<file path="src/rtl/utf8_strict_stream_decoder_unit_macros.svh">
// Assertion helpers used by the decode module.
`ifndef UTF8_STRICT_STREAM_DECODER_UNIT_MACROS_SVH
`define UTF8_STRICT_STREAM_DECODER_UNIT_MACROS_SVH
`ifndef SYNTHESIS
// Check that a condition implies a consequence in the same cycle.
`define U8SD_ASSERT_SAME(label, clk, rst, cond, cons) \
   label: assert property (@(posedge clk) disable iff (rst) (cond) |-> (cons)) \
      else $error("assertion failed: same-cycle implication");
// Check that a condition implies a consequence in the following cycle.
`define U8SD_ASSERT_NEXT(label, clk, rst, cond, cons) \
   label: assert property (@(posedge clk) disable iff (rst) (cond) |=> (cons)) \
      else $error("assertion failed: next-cycle implication");
`else
`define U8SD_ASSERT_SAME(label, clk, rst, cond, cons)
`define U8SD_ASSERT_NEXT(label, clk, rst, cond, cons)
`endif
`endif

</file>
<file path="src/rtl/u8sd_pkg.sv">
package u8sd_pkg;

   // Result status codes
   typedef enum logic [1:0] {
      STATUS_OK        = 2'd0,
      STATUS_ILLEGAL   = 2'd1,
      STATUS_TRUNCATED = 2'd2
   } status_type;

   // Byte ranges and special lead bytes
   localparam logic [7:0] ASCII_LIMIT  = 8'h80;
   localparam logic [7:0] LEAD_MIN     = 8'hC2;
   localparam logic [7:0] LEAD_MAX     = 8'hF4;
   localparam logic [7:0] LEAD_THREE   = 8'hE0;
   localparam logic [7:0] LEAD_FOUR    = 8'hF0;
   localparam logic [7:0] LEAD_E0      = 8'hE0;
   localparam logic [7:0] LEAD_ED      = 8'hED;
   localparam logic [7:0] LEAD_F0      = 8'hF0;
   localparam logic [7:0] LEAD_F4      = 8'hF4;
   localparam logic [7:0] CONT_A0      = 8'hA0;
   localparam logic [7:0] CONT_90      = 8'h90;
   localparam logic [15:0] COUNT_MAX   = 16'hFFFF;
   localparam logic [20:0] SCALAR_MAX  = 21'h10FFFF;

   // One accepted input item
   typedef struct packed {
      logic [7:0] data_byte;
      logic       first_of_buffer;
      logic       last_of_buffer;
   } in_item_type;

   // One result item
   typedef struct packed {
      logic [20:0] code_point;
      logic [2:0]  seq_length;
      status_type  status;
      logic [15:0] char_count;
   } out_item_type;

endpackage

</file>
<file path="src/rtl/u8sd_req_if.sv">
interface u8sd_req_if;
   logic       valid;
   logic       ready;
   logic [7:0] data_byte;
   logic       first_of_buffer;
   logic       last_of_buffer;

   modport source (output valid, output data_byte, output first_of_buffer,
                   output last_of_buffer, input ready);
   modport sink (input valid, input data_byte, input first_of_buffer,
                 input last_of_buffer, output ready);
endinterface

</file>
<file path="src/rtl/u8sd_rsp_if.sv">
interface u8sd_rsp_if;
   logic        valid;
   logic        ready;
   logic [20:0] code_point;
   logic [2:0]  seq_length;
   logic [1:0]  status;
   logic [15:0] char_count;

   modport source (output valid, output code_point, output seq_length,
                   output status, output char_count, input ready);
   modport sink (input valid, input code_point, input seq_length,
                 input status, input char_count, output ready);
endinterface

</file>
<file path="src/rtl/u8sd_in_stage.sv">
module u8sd_in_stage import u8sd_pkg::*; (
   input  logic         clock,
   input  logic         reset,
   u8sd_req_if.sink     req_chan,
   input  logic         advance,
   output logic         item_valid,
   output in_item_type  item
);

   logic        valid_ff, valid_in;
   in_item_type item_ff, item_in;
   logic        take;

   // Accept a new item when the register is empty or drains this cycle
   assign req_chan.ready = !valid_ff || advance;
   assign take = req_chan.valid && req_chan.ready;

   always_comb begin
      valid_in = take ? 1'b1 : (advance ? 1'b0 : valid_ff);
      item_in = item_ff;
      if (take) begin
         item_in.data_byte = req_chan.data_byte;
         item_in.first_of_buffer = req_chan.first_of_buffer;
         item_in.last_of_buffer = req_chan.last_of_buffer;
      end
   end

   always_ff @(posedge clock) begin
      if (reset) begin
         valid_ff <= 1'b0;
      end else begin
         valid_ff <= valid_in;
      end
      item_ff <= item_in;
   end

   assign item_valid = valid_ff;
   assign item = item_ff;

endmodule

</file>
<file path="src/rtl/u8sd_decode.sv">
module u8sd_decode import u8sd_pkg::*; (
   input  logic          clock,
   input  logic          reset,
   input  logic          advance,
   input  in_item_type   item,
   output logic          res_valid,
   output out_item_type  res
);
`include "utf8_strict_stream_decoder_unit_macros.svh"

   logic [1:0]  pending_ff, pending_in;
   logic [7:0]  lead_ff, lead_in;
   logic [20:0] partial_ff, partial_in;
   logic [2:0]  total_ff, total_in;
   logic        second_ff, second_in;
   logic [15:0] count_ff, count_in;

   logic [7:0]  b;
   logic [1:0]  pend_eff;
   logic        second_eff;
   logic [15:0] count_eff;
   logic [15:0] count_inc;
   logic        second_good;
   logic [20:0] shifted;

   assign b = item.data_byte;
   // Buffer start clears the decoder state and the count before this byte
   assign pend_eff = item.first_of_buffer ? 2'd0 : pending_ff;
   assign second_eff = item.first_of_buffer ? 1'b0 : second_ff;
   assign count_eff = item.first_of_buffer ? 16'd0 : count_ff;
   assign count_inc = (count_eff != COUNT_MAX) ? count_eff + 16'd1 : count_eff;
   assign shifted = {partial_ff[14:0], b[5:0]};

   // Range check on the second byte for leads with tighter limits
   always_comb begin
      priority if (lead_ff == LEAD_E0) begin
         second_good = (b >= CONT_A0);
      end else if (lead_ff == LEAD_ED) begin
         second_good = (b < CONT_A0);
      end else if (lead_ff == LEAD_F0) begin
         second_good = (b >= CONT_90);
      end else if (lead_ff == LEAD_F4) begin
         second_good = (b < CONT_90);
      end else begin
         second_good = 1'b1;
      end
   end

   // Decode the byte against the pending state
   always_comb begin
      pending_in = pending_ff;
      lead_in = lead_ff;
      partial_in = partial_ff;
      total_in = total_ff;
      second_in = second_ff;
      count_in = count_ff;
      res_valid = 1'b0;
      res.code_point = 21'd0;
      res.seq_length = 3'd0;
      res.status = STATUS_OK;
      res.char_count = count_eff;
      if (advance) begin
         pending_in = 2'd0;
         second_in = 1'b0;
         count_in = count_eff;
         if (pend_eff == 2'd0) begin
            if (b < ASCII_LIMIT) begin
               res_valid = 1'b1;
               res.code_point = {13'd0, b};
               res.seq_length = 3'd1;
               res.char_count = count_inc;
               count_in = count_inc;
            end else if (b < LEAD_MIN || b > LEAD_MAX) begin
               res_valid = 1'b1;
               res.status = STATUS_ILLEGAL;
            end else begin
               lead_in = b;
               if (b < LEAD_THREE) begin
                  total_in = 3'd2;
                  partial_in = {16'd0, b[4:0]};
               end else if (b < LEAD_FOUR) begin
                  total_in = 3'd3;
                  partial_in = {17'd0, b[3:0]};
               end else begin
                  total_in = 3'd4;
                  partial_in = {18'd0, b[2:0]};
               end
               if (item.last_of_buffer) begin
                  res_valid = 1'b1;
                  res.status = STATUS_TRUNCATED;
               end else begin
                  pending_in = total_in[1:0] - 2'd1;
                  second_in = 1'b1;
               end
            end
         end else if (b[7:6] != 2'b10 || (second_eff && !second_good)) begin
            // Drop the sequence on a bad continuation byte
            res_valid = 1'b1;
            res.status = STATUS_ILLEGAL;
         end else if (pend_eff == 2'd1) begin
            res_valid = 1'b1;
            res.code_point = shifted;
            res.seq_length = total_ff;
            res.char_count = count_inc;
            count_in = count_inc;
         end else if (item.last_of_buffer) begin
            res_valid = 1'b1;
            res.status = STATUS_TRUNCATED;
         end else begin
            pending_in = pend_eff - 2'd1;
            partial_in = shifted;
         end
      end
   end

   always_ff @(posedge clock) begin
      if (reset) begin
         pending_ff <= 2'd0;
         second_ff <= 1'b0;
         count_ff <= 16'd0;
         lead_ff <= 8'd0;
         partial_ff <= 21'd0;
         total_ff <= 3'd0;
      end else begin
         pending_ff <= pending_in;
         second_ff <= second_in;
         count_ff <= count_in;
         lead_ff <= lead_in;
         partial_ff <= partial_in;
         total_ff <= total_in;
      end
   end

   `U8SD_ASSERT_SAME(a_ok_scalar, clock, reset, res_valid && res.status == STATUS_OK, res.seq_length != 3'd0 && res.code_point <= SCALAR_MAX && (res.code_point < 21'h00D800 || res.code_point > 21'h00DFFF))
   `U8SD_ASSERT_SAME(a_err_zero, clock, reset, res_valid && res.status != STATUS_OK, res.code_point == 21'd0 && res.seq_length == 3'd0)
   `U8SD_ASSERT_NEXT(a_idle_after_result, clock, reset, res_valid, pending_ff == 2'd0)

endmodule

</file>
<file path="src/rtl/u8sd_out_stage.sv">
module u8sd_out_stage import u8sd_pkg::*; (
   input  logic          clock,
   input  logic          reset,
   u8sd_rsp_if.source    rsp_chan,
   input  logic          load,
   input  out_item_type  res,
   output logic          free
);

   logic         valid_ff, valid_in;
   out_item_type item_ff, item_in;

   // Register can take a result when empty or when the item leaves
   assign free = !valid_ff || rsp_chan.ready;

   always_comb begin
      valid_in = load ? 1'b1 : (rsp_chan.ready ? 1'b0 : valid_ff);
      item_in = load ? res : item_ff;
   end

   always_ff @(posedge clock) begin
      if (reset) begin
         valid_ff <= 1'b0;
      end else begin
         valid_ff <= valid_in;
      end
      item_ff <= item_in;
   end

   assign rsp_chan.valid = valid_ff;
   assign rsp_chan.code_point = item_ff.code_point;
   assign rsp_chan.seq_length = item_ff.seq_length;
   assign rsp_chan.status = item_ff.status;
   assign rsp_chan.char_count = item_ff.char_count;

endmodule

</file>
<file path="src/rtl/utf8_strict_stream_decoder_unit.sv">
// Strict UTF-8 byte stream decoder.
// req_chan carries one byte per item with first_of_buffer and last_of_buffer
// flags; rsp_chan returns decoded characters and error reports, each with
// code_point, seq_length, status (ok, illegal, truncated) and char_count.
// A byte that only continues a sequence gives no result item; a completed
// character, an illegal byte or a sequence cut off by last_of_buffer gives one.
// Path: a byte accepted into the input register is decoded combinationally from
// there, and its result goes into the output register that drives rsp_chan.valid.
// Throughput: one byte per cycle while the output register has room, set by the
// single decode pass between the input register and the output register.
// Stall: while rsp_chan is held off, the output register keeps its item and
// the input register keeps one more byte; req_chan.ready drops only when both
// are full, and a byte that yields no result also waits for that room.
// Reset (synchronous, active high) empties both registers, returns the
// decoder to idle and clears the character count.
module utf8_strict_stream_decoder_unit import u8sd_pkg::*; (
   input  logic       clock,
   input  logic       reset,
   u8sd_req_if.sink   req_chan,
   u8sd_rsp_if.source rsp_chan
);

   logic         item_valid;
   in_item_type  item;
   logic         out_free;
   logic         advance;
   logic         res_valid;
   out_item_type res;

   assign advance = item_valid && out_free;

   u8sd_in_stage u_in_stage (
      .clock      (clock),
      .reset      (reset),
      .req_chan   (req_chan),
      .advance    (advance),
      .item_valid (item_valid),
      .item       (item)
   );

   u8sd_decode u_decode (
      .clock     (clock),
      .reset     (reset),
      .advance   (advance),
      .item      (item),
      .res_valid (res_valid),
      .res       (res)
   );

   u8sd_out_stage u_out_stage (
      .clock    (clock),
      .reset    (reset),
      .rsp_chan (rsp_chan),
      .load     (res_valid),
      .res      (res),
      .free     (out_free)
   );

endmodule

</file>
<file path="src/flat_wrapper.sv">
// flat-port wrapper written by rule: the top's interface ports become plain ports
module utf8_strict_stream_decoder_unit_flat import u8sd_pkg::*;
  (clock, reset, req_chan_valid, req_chan_data_byte, req_chan_first_of_buffer, req_chan_last_of_buffer, req_chan_ready, rsp_chan_valid, rsp_chan_code_point, rsp_chan_seq_length, rsp_chan_status, rsp_chan_char_count, rsp_chan_ready);
  u8sd_req_if req_chan_i ();
  u8sd_rsp_if rsp_chan_i ();
  input  logic clock;
  input  logic reset;
  input wire logic [$bits(req_chan_i.valid)-1:0] req_chan_valid;
  input wire logic [$bits(req_chan_i.data_byte)-1:0] req_chan_data_byte;
  input wire logic [$bits(req_chan_i.first_of_buffer)-1:0] req_chan_first_of_buffer;
  input wire logic [$bits(req_chan_i.last_of_buffer)-1:0] req_chan_last_of_buffer;
  output wire logic [$bits(req_chan_i.ready)-1:0] req_chan_ready;
  output wire logic [$bits(rsp_chan_i.valid)-1:0] rsp_chan_valid;
  output wire logic [$bits(rsp_chan_i.code_point)-1:0] rsp_chan_code_point;
  output wire logic [$bits(rsp_chan_i.seq_length)-1:0] rsp_chan_seq_length;
  output wire logic [$bits(rsp_chan_i.status)-1:0] rsp_chan_status;
  output wire logic [$bits(rsp_chan_i.char_count)-1:0] rsp_chan_char_count;
  input wire logic [$bits(rsp_chan_i.ready)-1:0] rsp_chan_ready;
  assign req_chan_i.valid = req_chan_valid;
  assign req_chan_i.data_byte = req_chan_data_byte;
  assign req_chan_i.first_of_buffer = req_chan_first_of_buffer;
  assign req_chan_i.last_of_buffer = req_chan_last_of_buffer;
  assign req_chan_ready = req_chan_i.ready;
  assign rsp_chan_valid = rsp_chan_i.valid;
  assign rsp_chan_code_point = rsp_chan_i.code_point;
  assign rsp_chan_seq_length = rsp_chan_i.seq_length;
  assign rsp_chan_status = rsp_chan_i.status;
  assign rsp_chan_char_count = rsp_chan_i.char_count;
  assign rsp_chan_i.ready = rsp_chan_ready;
  utf8_strict_stream_decoder_unit u_core (.clock(clock), .reset(reset), .req_chan(req_chan_i), .rsp_chan(rsp_chan_i));
endmodule
</file>
<file path="config.mk">
export PLATFORM = sky130hd
export DESIGN_NAME = utf8_strict_stream_decoder_unit_flat
export DESIGN_NICKNAME = d
export VERILOG_FILES = /design/src/rtl/u8sd_pkg.sv /design/src/rtl/u8sd_req_if.sv /design/src/rtl/u8sd_rsp_if.sv /design/src/rtl/u8sd_in_stage.sv /design/src/rtl/u8sd_decode.sv /design/src/rtl/u8sd_out_stage.sv /design/src/rtl/utf8_strict_stream_decoder_unit.sv /design/src/flat_wrapper.sv
export VERILOG_INCLUDE_DIRS = /design/src /design/src/rtl
export SDC_FILE = /design/constraint.sdc
export NUM_CORES = 1
export LEC_CHECK = 0
export BUFFER_PORTS_ARGS = -buffer_cell sky130_fd_sc_hd__buf_2
export CORE_ASPECT_RATIO = 0.75
export CORE_MARGIN = 2
export CORE_UTILIZATION = 40
export DETAILED_ROUTE_END_ITERATION = 12
export SLEW_MARGIN = 5
export SYNTH_ARGS = -nofsm -noshare
export SYNTH_HDL_FRONTEND = slang
export SYNTH_HIERARCHICAL = 1
export SYNTH_SLANG_ARGS = --single-unit
</file>
<file path="constraint.sdc">
create_clock -name clock -period 3.4 [get_ports clock]
set_clock_uncertainty 0.15 [all_clocks]
set_input_delay 0.34 -clock clock [delete_from_list [all_inputs] [get_ports clock]]
set_output_delay 0.34 -clock clock [all_outputs]
set_load 0.02 [all_outputs]
</file>
==> results_dict.tcl <==
set metrics [dict create \
    cp-start-kind "flip-flop" \
    grt_max_degree 49 \
    fmax_mhz 324.8 \
    p_leak_nw 1.980 \
    synth_ff_type "edfxtp_1" \
    cp.arrival_ns 3.02 \
    hold_viol 0 \
    fp.dieW_um 130.8 \
    portBuffers 57 \
    cts_buffers 9 \
    holdWs_ns 0.01540 \
    place_ws_ns 0.3952 \
    yosysSeqAreaShare 0.5188 \
    syn_nets 483 \
    status "completed" \
    layout_min_cycle_time_ns 3.079 \
    gp_congestion 0.8805 \
    antenna_cells 0 \
    relSlewSlack 0.2861 \
    drc 0 \
    final_nets 534 \
    fin_util 0.4810 \
    clockBufferDepth 2 \
    finalSetupTns_ns 0 \
    ys_seq_elements 99 \
    drv_cap 0 \
    drive_gt1_frac 0.2126 \
    grt_usage 0.1824 \
    path_class "flip-flop to flip-flop" \
    synth_cell_type_count 64 \
    core_um2 11700 \
    setup_slack_ns 0.3213 \
    root_buffer "clkbuf_16" \
    wl_per_cell_um 16.40 \
    die_y_um 99.10 \
    pwr_density_cell_nw_per_um2 483.0 \
    rsz0062_at_grt "false" \
    vias 3768 \
    firstDrtPassIters 5 \
    clock_sinks 99 \
    period_share 0.9055 \
    path_clk_slew_ns 0.07 \
    tightest_slew_ns 1.071 \
    holdCritPathClass "primary input to flip-flop" \
    antenna_found_initial 0 \
    htree_levels 3 \
    clk_latency_ns 0.34 \
    dp_hpwl_mm 7.736 \
    cts_tree "done" \
    viasPerCell 5.509 \
    pin_count 58 \
    start_util 0.4123 \
    grt_first_pass_wirelength_mm 18.28 \
    synth_edf_count 52 \
    ys.warnings.count 6 \
    cts_setup_buffers 0 \
    drt_iter0_drc 295 \
    slew_viol_final 0 \
    post_dp_cell_area_um2 5296 \
    grt-ovfl-total 0 \
    grt_pass1_vias 3485 \
    critPathRequiredTime_ns 3.34 \
    rows 34 \
    ys_async_sr_fraction 0 \
    die-area_um2 12960 \
    critPathMaxFanout 17 \
    totalWireLength_mm 11.22 \
    antenna_left 0 \
    area_growth_pct 16.65 \
    ctsResizeCount 0 \
    postSynthCellCount 466 \
    ir_worst_vdd_mv 0.2789 \
    hold_buffers 0 \
    syn_area_per_cell_um2 10.35 \
    fin_area_um2 5627 \
    setup-violations-final 0 \
    synth_area_um2 4823 \
    end_kind "flip-flop" \
]
## cell usage in the layout (no fill, tap or decap), types with 8 or more instances in the layout
cell,Yosys,layout
nor2b_1,19,19
nand3_1,10,10
and2_1,24,24
o31ai_1,15,15
clkbuf_16,0,9
mux2i_1,17,17
buf_2,5,57
a21oi_1,29,29
xnor2_1,8,8
o21ai_0,11,11
nor3_1,8,8
nand2_1,24,24
nand4_1,24,24
dfxtp_1,47,47
buf_4,0,14
edfxtp_1,52,52
inv_1,12,12
nand2b_1,8,8
nor2_1,27,27
## cells in the mapped netlist, types with 10 or more instances
master	n	area, um^2
and2_1	24	150.1
nor2_1	27	101.4
nand2_1	24	90.09
mux2i_1	17	170.2
nand4_1	24	150.1
nand3_1	10	50.05
inv_1	12	45.04
edfxtp_1	52	1562
dfxtp_1	47	940.9
nor2b_1	19	118.9
o21ai_0	11	55.05
o31ai_1	15	112.6
clkbuf_1	25	93.84
a21oi_1	29	145.1
## final cells by class
type / instances / area [um^2]
fillers: 1087 / 6072
flip-flops and latches: 99 / 2502
well taps: 162 / 202.7
clock buffers: 9 / 225.2
multi-input cells: 322 / 2132
clock inverters: 7 / 105.1
repair buffers: 72 / 410.4
inverters: 13 / 48.80
## per-stage QoR
step / power (mW) / cells
after floorplan: 1.528 / 466
after global placement: 1.612 / 668
after detailed placement: 1.615 / 668
after CTS: 2.748 / 684
after global routing: 2.824 / 684
final: 2.718 / 684
## critical path: stages, from the launching register on
cell and delay [ns]:
edfxtp_1 0.41, nor2b_1 0.26, inv_1 0.11, ha_1 0.25, nor4bb_1 0.40, o21ai_0 0.13
a41oi_1 0.40, buf_4 0.31, nor4bb_1 0.32, nor3_1 0.08
## power breakdown
group / leakage, nW / switching [mW] / total, mW / internal [mW]
registers: 0.877 / 0.0323 / 1.34 / 1.31
logic: 0.944 / 0.170 / 0.251 / 0.0812
clock network: 0.159 / 0.469 / 1.13 / 0.658
## worst paths after layout
check        cells after the start  slack, ns                                          to                        from
max                              9       0.32  u_core/u_out_stage/rsp_chan.char_count[12]   u_core/u_in_stage/item[1]
min                              1       0.02                   u_core/u_in_stage/item[6]       req_chan_data_byte[4]
max reg2reg                      9       0.32  u_core/u_out_stage/rsp_chan.char_count[12]   u_core/u_in_stage/item[1]
min reg2reg                      2       0.30                  u_core/u_decode/lead_ff[6]  u_core/u_decode/lead_ff[6]
## logic make-up (layout without fill, tap and decap cells)
| kind of cell | after synthesis | after routing | share of synthesized area |
|---|---|---|---|
| mux | 20 | 20 | 0.04228 |
| xor+xnor | 8 | 8 | 0.01453 |
| simple gates | 191 | 191 | 0.2329 |
| compound gates | 100 | 100 | 0.1442 |
| flops | 99 | 99 | 0.5188 |
| buf+inv | 45 | 101 | 0.03943 |
| fa+ha+maj | 3 | 3 | 0.007783 |
## metal layers
metal	up-vias	share of wire	wire length [um]	global-route usage
li1	1846	-	-	-
met1	1769	0.51	5748	0.2813
met2	145	0.41	4566	0.2504
met3	8	0.070	788	0.04357
met4	0	0.010	116	0.05810
met5	-	0	0	0
## sequential cells by signal, indices dropped and copies added (netlist names), 2 cells and up
register / flops
u_core/u_decode/count_ff: 16
u_core/u_decode/lead_ff: 8
u_core/u_decode/partial_ff: 15
u_core/u_decode/pending_ff: 2
u_core/u_decode/total_ff: 3
u_core/u_in_stage/item: 10
u_core/u_out_stage/rsp_chan.char_count: 16
u_core/u_out_stage/rsp_chan.code_point: 21
u_core/u_out_stage/rsp_chan.seq_length: 3
u_core/u_out_stage/rsp_chan.status: 2
Note: power is estimated with default switching activity, not from simulation.
